**src/mucr_pkg.sv**
```systemverilog
package mucr_pkg;

    localparam int NUM_CHANNELS = 32;
    localparam int WHEEL_DEPTH  = 16;

    localparam int PIN_W    = 32;
    localparam int CHAN_W   = 5;
    localparam int BYTE_W   = 8;
    localparam int CFG_W    = 4;
    localparam int BITCNT_W = 4;
    localparam int BITIDX_W = 3;
    localparam int TIMER_W  = (WHEEL_DEPTH > 1) ? $clog2(WHEEL_DEPTH) : 1;

    // Bit count at which the stop bit is due
    localparam logic [BITCNT_W-1:0] STOP_COUNT = BITCNT_W'(BYTE_W + 1);

    localparam logic [CFG_W-1:0] START_DELAY_RESET = CFG_W'(4);
    localparam logic [CFG_W-1:0] BIT_PERIOD_RESET  = CFG_W'(8);

    // Configuration register indexes
    localparam logic REG_START_DELAY = 1'b0;
    localparam logic REG_BIT_PERIOD  = 1'b1;

    typedef struct packed {
        logic [TIMER_W-1:0] start_off;
        logic [TIMER_W-1:0] period_off;
    } lane_cfg_t;

    typedef struct packed {
        logic              done;
        logic              ferr;
        logic [BYTE_W-1:0] data;
    } lane_res_t;

    // Reduce a register value modulo the wheel depth by repeated subtraction
    function automatic logic [TIMER_W-1:0] wheel_mod(input logic [CFG_W-1:0] value);
        logic [CFG_W:0] v;
        v = {1'b0, value};
        for (int k = 0; k < 8; k++)
        begin
            if (32'(v) >= WHEEL_DEPTH)
            begin
                v = v - (CFG_W+1)'(WHEEL_DEPTH);
            end
        end
        return TIMER_W'(v);
    endfunction

endpackage

```
**src/mucr_lane.sv**
```systemverilog
module mucr_lane
    import mucr_pkg::*;
(
    input  logic      clk,
    input  logic      rst_n,
    input  logic      step,
    input  logic      level,
    input  lane_cfg_t cfg,
    input  logic      take,
    output lane_res_t res
);

    logic                prev_reg, prev_next;
    logic                busy_reg, busy_next;
    logic [TIMER_W-1:0]  timer_reg, timer_next;
    logic [BITCNT_W-1:0] count_reg, count_next;
    logic [BYTE_W-1:0]   byte_reg, byte_next;
    logic                done_reg, done_next;
    logic                ferr_reg, ferr_next;

    logic                start;
    logic                due;
    logic [BITCNT_W-1:0] count_cur;
    logic [BYTE_W-1:0]   byte_cur;
    logic [BITIDX_W-1:0] bit_idx;

    always_comb
    begin
        prev_next  = prev_reg;
        busy_next  = busy_reg;
        timer_next = timer_reg;
        count_next = count_reg;
        byte_next  = byte_reg;
        done_next  = done_reg & ~take;
        ferr_next  = ferr_reg;

        start     = prev_reg & ~level & ~busy_reg;
        due       = 1'b0;
        count_cur = count_reg;
        byte_cur  = byte_reg;
        bit_idx   = BITIDX_W'(count_reg - BITCNT_W'(1));

        if (step)
        begin
            prev_next = level;
            if (start)
            begin
                busy_next  = 1'b1;
                count_cur  = '0;
                byte_cur   = '0;
                count_next = '0;
                byte_next  = '0;
                timer_next = cfg.start_off;
                due        = (cfg.start_off == '0);
            end
            else if (busy_reg)
            begin
                due = (timer_reg == TIMER_W'(1));
                // count down modulo the wheel depth
                timer_next = (timer_reg == '0) ? TIMER_W'(WHEEL_DEPTH - 1)
                                               : timer_reg - TIMER_W'(1);
            end

            if (due)
            begin
                if (count_cur == '0)
                begin
                    if (!level)
                    begin
                        count_next = BITCNT_W'(1);
                        timer_next = cfg.period_off;
                    end
                    else
                    begin
                        busy_next = 1'b0;
                    end
                end
                else if (count_cur < STOP_COUNT)
                begin
                    byte_next          = byte_cur;
                    byte_next[bit_idx] = byte_cur[bit_idx] | level;
                    count_next         = count_cur + BITCNT_W'(1);
                    timer_next         = cfg.period_off;
                end
                else
                begin
                    done_next = 1'b1;
                    ferr_next = ~level;
                    busy_next = 1'b0;
                end
            end
        end
    end

    always_ff @(posedge clk or negedge rst_n)
    begin
        if (!rst_n)
        begin
            prev_reg  <= 1'b1;
            busy_reg  <= 1'b0;
            timer_reg <= '0;
            count_reg <= '0;
            byte_reg  <= '0;
            done_reg  <= 1'b0;
            ferr_reg  <= 1'b0;
        end
        else
        begin
            prev_reg  <= prev_next;
            busy_reg  <= busy_next;
            timer_reg <= timer_next;
            count_reg <= count_next;
            byte_reg  <= byte_next;
            done_reg  <= done_next;
            ferr_reg  <= ferr_next;
        end
    end

    assign res.done = done_reg;
    assign res.ferr = ferr_reg;
    assign res.data = ferr_reg ? '0 : byte_reg;

endmodule

```
**src/mucr_merge.sv**
```systemverilog
module mucr_merge
    import mucr_pkg::*;
(
    input  logic                    clk,
    input  logic                    rst_n,
    input  lane_res_t               res [NUM_CHANNELS],
    output logic [NUM_CHANNELS-1:0] take,
    output logic                    busy,
    output logic                    out_valid,
    input  logic                    out_ready,
    output logic [CHAN_W-1:0]       channel,
    output logic [BYTE_W-1:0]       data_byte,
    output logic                    framing_error,
    output logic                    last_result
);

    logic                    valid_reg, valid_next;
    logic [CHAN_W-1:0]       chan_reg;
    logic [BYTE_W-1:0]       data_reg;
    logic                    ferr_reg;
    logic                    last_reg;

    logic [NUM_CHANNELS-1:0] pending;
    logic [NUM_CHANNELS-1:0] sel_oh;
    logic                    found;
    logic [CHAN_W-1:0]       sel_chan;
    logic [BYTE_W-1:0]       sel_data;
    logic                    sel_ferr;
    logic                    load;

    // Pick the lowest pending channel
    always_comb
    begin
        found    = 1'b0;
        sel_oh   = '0;
        sel_chan = '0;
        sel_data = '0;
        sel_ferr = 1'b0;
        for (int i = 0; i < NUM_CHANNELS; i++)
        begin
            pending[i] = res[i].done;
            if (res[i].done && !found)
            begin
                found     = 1'b1;
                sel_oh[i] = 1'b1;
                sel_chan  = CHAN_W'(i);
                sel_data  = res[i].data;
                sel_ferr  = res[i].ferr;
            end
        end
    end

    assign load       = found && (!valid_reg || out_ready);
    assign take       = load ? sel_oh : '0;
    assign busy       = found;
    assign valid_next = load ? 1'b1 : (valid_reg && !out_ready);

    always_ff @(posedge clk or negedge rst_n)
    begin
        if (!rst_n)
        begin
            valid_reg <= 1'b0;
        end
        else
        begin
            valid_reg <= valid_next;
        end
    end

    always_ff @(posedge clk)
    begin
        if (load)
        begin
            chan_reg <= sel_chan;
            data_reg <= sel_data;
            ferr_reg <= sel_ferr;
            last_reg <= ((pending & ~sel_oh) == '0);
        end
    end

    assign out_valid     = valid_reg;
    assign channel       = chan_reg;
    assign data_byte     = data_reg;
    assign framing_error = ferr_reg;
    assign last_result   = last_reg;

endmodule

```
**src/multichannel_uart_receiver_core.sv**
```systemverilog
// Receiver for 32 oversampled 8N1 serial lines. Each input word is one sample
// of every receive pin; a falling edge on an idle line starts a frame, the
// start bit is checked start_delay samples later (a high level there drops
// the frame as a glitch), then eight data bits LSB first and the stop bit
// are taken every bit_period samples. A start_delay of zero checks the start
// bit on the falling-edge sample itself; a bit_period of zero means a full
// turn of the 16-sample schedule. Each finished frame gives one output word
// (channel, byte, framing error); a low stop bit gives a framing error and a
// zero byte. Words caused by one sample leave in ascending channel order, the
// final one marked by last_result. Timing: a sample is absorbed by all lanes
// at once, and the merge stage then hands out one finished frame per cycle
// while the output is not stalled; the next sample is taken as soon as every
// word of the previous one has reached the output register. Write the
// configuration registers only while the receiver is idle.
module multichannel_uart_receiver_core
    import mucr_pkg::*;
(
    input  logic              clk,
    input  logic              rst_n,
    // sample input
    input  logic              in_valid,
    output logic              in_ready,
    input  logic [PIN_W-1:0]  pin_sample,
    // result output
    output logic              out_valid,
    input  logic              out_ready,
    output logic [CHAN_W-1:0] channel,
    output logic [BYTE_W-1:0] data_byte,
    output logic              framing_error,
    output logic              last_result,
    // configuration
    input  logic              cfg_write,
    input  logic              cfg_index,
    input  logic [CFG_W-1:0]  cfg_data
);

    logic [CFG_W-1:0]        start_delay_reg, start_delay_next;
    logic [CFG_W-1:0]        bit_period_reg, bit_period_next;

    lane_cfg_t               lane_cfg;
    lane_res_t               lane_res [NUM_CHANNELS];
    logic [NUM_CHANNELS-1:0] take;
    logic                    merge_busy;
    logic                    step;

    // Configuration registers
    always_comb
    begin
        start_delay_next = start_delay_reg;
        bit_period_next  = bit_period_reg;
        if (cfg_write)
        begin
            case (cfg_index)
                REG_START_DELAY: start_delay_next = cfg_data;
                REG_BIT_PERIOD:  bit_period_next  = cfg_data;
                default:         ;
            endcase
        end
    end

    always_ff @(posedge clk or negedge rst_n)
    begin
        if (!rst_n)
        begin
            start_delay_reg <= START_DELAY_RESET;
            bit_period_reg  <= BIT_PERIOD_RESET;
        end
        else
        begin
            start_delay_reg <= start_delay_next;
            bit_period_reg  <= bit_period_next;
        end
    end

    // Fold the offsets onto the schedule length once, shared by all lanes
    assign lane_cfg.start_off  = wheel_mod(start_delay_reg);
    assign lane_cfg.period_off = wheel_mod(bit_period_reg);

    // Hold off new samples while finished frames still sit in the lanes
    assign in_ready = !merge_busy;
    assign step     = in_valid && in_ready;

    // One lane per channel; pins above the channel count are ignored
    for (genvar g = 0; g < NUM_CHANNELS; g++)
    begin : g_lane
        mucr_lane u_lane (
            .clk   (clk),
            .rst_n (rst_n),
            .step  (step),
            .level (pin_sample[g]),
            .cfg   (lane_cfg),
            .take  (take[g]),
            .res   (lane_res[g])
        );
    end

    // Drain finished frames in ascending channel order
    mucr_merge u_merge (
        .clk           (clk),
        .rst_n         (rst_n),
        .res           (lane_res),
        .take          (take),
        .busy          (merge_busy),
        .out_valid     (out_valid),
        .out_ready     (out_ready),
        .channel       (channel),
        .data_byte     (data_byte),
        .framing_error (framing_error),
        .last_result   (last_result)
    );

endmodule

```
**config.mk**
```make
export PLATFORM = sky130hd
export DESIGN_NAME = multichannel_uart_receiver_core
export DESIGN_NICKNAME = d
export VERILOG_FILES = /design/src/mucr_pkg.sv /design/src/mucr_lane.sv /design/src/mucr_merge.sv /design/src/multichannel_uart_receiver_core.sv
export SDC_FILE = /design/constraint.sdc
export NUM_CORES = 2
export LEC_CHECK = 0
export BUFFER_PORTS_ARGS = -buffer_cell sky130_fd_sc_hd__buf_2
export CORE_ASPECT_RATIO = 0.8
export CORE_MARGIN = 2
export CORE_UTILIZATION = 30
export DETAILED_ROUTE_END_ITERATION = 7
export HOLD_SLACK_MARGIN = 0.12
export PLACE_DENSITY_LB_ADDON = 0.25
export SLEW_MARGIN = 20
export SYNTH_ARGS = -nofsm -noshare
export SYNTH_HDL_FRONTEND = slang
export SYNTH_SLANG_ARGS = --single-unit
export TNS_END_PERCENT = 30
```
**constraint.sdc**
```tcl
create_clock -name clk -period 6.5 [get_ports clk]
set_clock_uncertainty 0.1 [all_clocks]
set_input_delay 0.325 -clock clk [delete_from_list [all_inputs] [get_ports clk]]
set_output_delay 0.325 -clock clk [all_outputs]
set_load 0.005 [all_outputs]
```
==> impl_metrics.ini <==
[cells_and_area]
final_util = 0.3364
layout.nets = 6126
drive_above_1_share = 0.08609
n_fill_cell = 16746
area_growth_pct = 10.89
largest_reg_flops = 256

[cts]
numClockSinks = 664
cts_setup_buffers = 0
cts_hold_buf = 46
root_buffer = clkbuf_16
htreeDepth = 3
clk_pin_slew_ns = 0.06
clk_latency_ns = 0.70
cts_resized = 0
clk_path_buf_depth = 3
cts_buffers = 81
cts_tree = yes

[critical_path]
r2r-end = g_lane[5].u_lane.byte_reg[6]
r2r_slack_ns = 1.27
critPathRequiredTime_ns = 6.99
path_cells = nor4_4, nand3_2, nor4_1, nand3_4, buf_12, nor2_1, nand2_1, o31ai_1
critPathBufInv = 1
critPathArrivalTime_ns = 5.72
slowest_stage = nor4_1
path_max_fanout = 126
r2r-start = g_lane[0].u_lane.done_reg
cp-start-kind = register
critPathTopFamily = simple AND/OR/NAND/NOR gates
max_stage_delay_ns = 0.85
rr_worst_depth = 8
end_kind = register
path_class = register to register

[placement]
post-dp-hpwl_mm = 121.1
place_ws_ns = 1.535
globalplace.congestion = 0.9498
port_buffers = 58

[pwr]
cellPowerDensity_nw_per_um2 = 497.8
power_frac_comb = 0.541
switching_share = 0.5042
intPower_uw = 13280
peakVddDrop_uv = 764.0
power_uw = 26790
p_sw_uw = 13510
seq_power_share = 0.285
p_leak_uw = 0.02250
pwr-share-clk = 0.174

[floorplan]
rows = 131
start_util = 0.3034
dieWidth_um = 453.7
core_area_um2 = 160000
die-area_um2 = 165000
die_height_um = 363.8
io_pins = 59

[global_route]
grt_max_degree = 174
grt_antenna_before_repair = 8
grt_remaining_overflow = 0
use_met1 = 0.3213
top_usage_layer = met1
grt_pass1_wl_mm = 270.6
grt_pass1_vias = 43146
use_met2 = 0.2863
grt_usage = 0.2073
use_met3 = 0.04036

[logic_synthesis]
synth_edf_count = 15
ys_async_sr_fraction = 0.9774
synth.most_common_cell = nand2_1
syn-num-nets = 6265
synth-main-ff-cell = dfrtp_1
synth_area_um2 = 48530
synth.avg_cell_area_um2 = 8.047
netlist_top_cells_count = nand2_1 (766), o21ai_0 (721), dfrtp_1 (615)
synth.top_cell.area_share = 0.3171
synthDistinctLibCells = 102
ys_warn_count = 0
yosysSeqAreaShare = 0.3448
synth-seq-cells = 664
yosysTopAreaCell = dfrtp_1
yosys-top-cells-area = dfrtp_1 (32%), o21ai_0 (7.4%), nand2_1 (5.9%), a21oi_1 (5.2%), ha_1 (4.9%)
synthCells = 6031

[sta]
max_slew_margin = 0.1647
timing.final.ws_setup_ns = 1.266
worstMarginPinSlew_ns = 1.221
min_period_ns = 5.234
fin_tns_setup_ns = 0
max_freq_mhz = 191.1
setup_viol = 0
hold_viol_final = 0
final_max_slew_viol_count = 0
grt_setup_unrepaired = false
fin_crit_sh = 0.8052

[routing]
drt-vias-per-instance = 5.788
dr.pass1.iters = 6
wirelength_mm = 175.3
drtIter0Drc = 5063
drc = 0
vias = 46812
avgRoutedWirePerCell_um = 21.68
ant_nets = 0

[job]
cap_violations = 0

[run_status]
outcome = completed

[worst_hold_path]
hp-class = input pin to async pin
## how the worst max path moves through the flow
| stage | start | endpoint | slack, ns | cells past startpoint |
|---|---|---|---|---|
| finish | g_lane[0].u_lane.done_reg | g_lane[5].u_lane.byte_reg[6] | 1.27 | 8 |
| global route | g_lane[0].u_lane.done_reg | g_lane[5].u_lane.byte_reg[6] | 1.06 | 8 |
| CTS | g_lane[0].u_lane.done_reg | g_lane[23].u_lane.byte_reg[2] | 1.51 | 7 |
| detailed placement | g_lane[0].u_lane.done_reg | g_lane[23].u_lane.byte_reg[2] | 1.53 | 7 |
| global placement | g_lane[0].u_lane.done_reg | g_lane[23].u_lane.byte_reg[2] | 1.78 | 7 |
| floorplan | g_lane[7].u_lane.prev_reg | g_lane[7].u_lane.byte_reg[3] | 3.16 | 12 |
## placed cells by master (no fill, tap or decap), types with 34 or more instances in the layout
cell,netlist,routed
nand3_1,172,171
nor2b_1,48,48
nor2_1,437,437
clkbuf_16,0,83
nor4_1,54,52
and3_1,57,56
o21ai_0,721,721
nor3b_1,64,53
nor3_1,116,115
xor2_1,58,58
nand2b_1,127,127
o31ai_1,78,78
a31oi_1,154,154
nand2_1,766,766
nand4_1,58,58
a22oi_1,52,52
dfrtp_1,615,609
inv_1,255,254
mux2i_1,78,78
mux4_2,53,53
a211oi_1,105,105
a21o_1,34,34
or3b_2,36,36
a21oi_1,509,509
o22ai_1,39,39
buf_4,1,71
o21a_1,39,39
ha_1,192,192
dfstp_2,34,34
buf_2,34,57
xnor2_1,66,66
mux2_2,49,49
o211ai_1,66,66
dlygate4sd3_1,0,46
## metal layers
metal | vias to the layer above | share of wire | wire length (µm)
met5 | - | 0.000063 | 11
met4 | 2 | 0.028 | 4904
met3 | 221 | 0.078 | 13610
met2 | 1739 | 0.40 | 70220
met1 | 23054 | 0.49 | 86570
li1 | 21796 | - | -
## metrics by stage
step / instances / hold slack [ns] / instance area [µm²]
3_3_place_gp: 7891 / 0.3461 / 50710
6_report: 8088 / 0.2084 / 53820
5_1_grt: 8088 / 0.2489 / 53820
3_5_place_dp: 7891 / 0.3564 / 50720
4_1_cts: 8087 / 0.2109 / 53800
2_1_floorplan: 6031 / -0.07059 / 48530
## worst reg2reg max path: stages (launching register included)
cell	delay [ns]
dfrtp_1	0.60
nor4_4	0.81
nand3_2	0.74
nor4_1	0.87
nand3_4	0.57
buf_12	0.41
nor2_1	0.64
nand2_1	0.16
o31ai_1	0.22
## cell families (layout without fill, tap and decap cells)
| family | count (synthesis) | after routing | share of synthesized area |
|---|---|---|---|
| AND/OR/NAND/NOR | 2145 | 2145 | 0.2210 |
| buffers and inverters | 661 | 589 | 0.05239 |
| multiplexers | 180 | 180 | 0.05205 |
| AO/OA/AOI/OAI | 2060 | 2060 | 0.2569 |
| XOR/XNOR | 124 | 124 | 0.02238 |
| adder cells (fa/ha/maj) | 197 | 197 | 0.05053 |
| flip-flops | 664 | 664 | 0.3448 |
| other | 0 | 1 | 0 |
## power by group through the flow
| stage | clock network, µW | logic [µW] | registers, µW |
|---|---|---|---|
| 5_1_grt | 4930 | 16200 | 7850 |
| 4_1_cts | 4770 | 14400 | 7590 |
| 3_3_place_gp | 0 | 14100 | 7630 |
| 6_report | 4660 | 14500 | 7640 |
| 3_5_place_dp | 0 | 14300 | 7640 |
| 2_1_floorplan | 0 | 11100 | 6560 |
## area by class of cell
cell class	count	area (µm²)	share of cell area
Clock buffer	122	2384	0.04429
Antenna cell	1	2.502	0.00004650
Multi-Input combinational cell	4706	29380	0.5458
Tap cell	2128	2663	0.04947
Sequential cell	664	16740	0.3111
Clock inverter	28	237.7	0.004417
Timing Repair Buffer	183	1454	0.02701
Inverter	256	960.9	0.01786
Note: power is estimated with default switching activity, not from simulation.
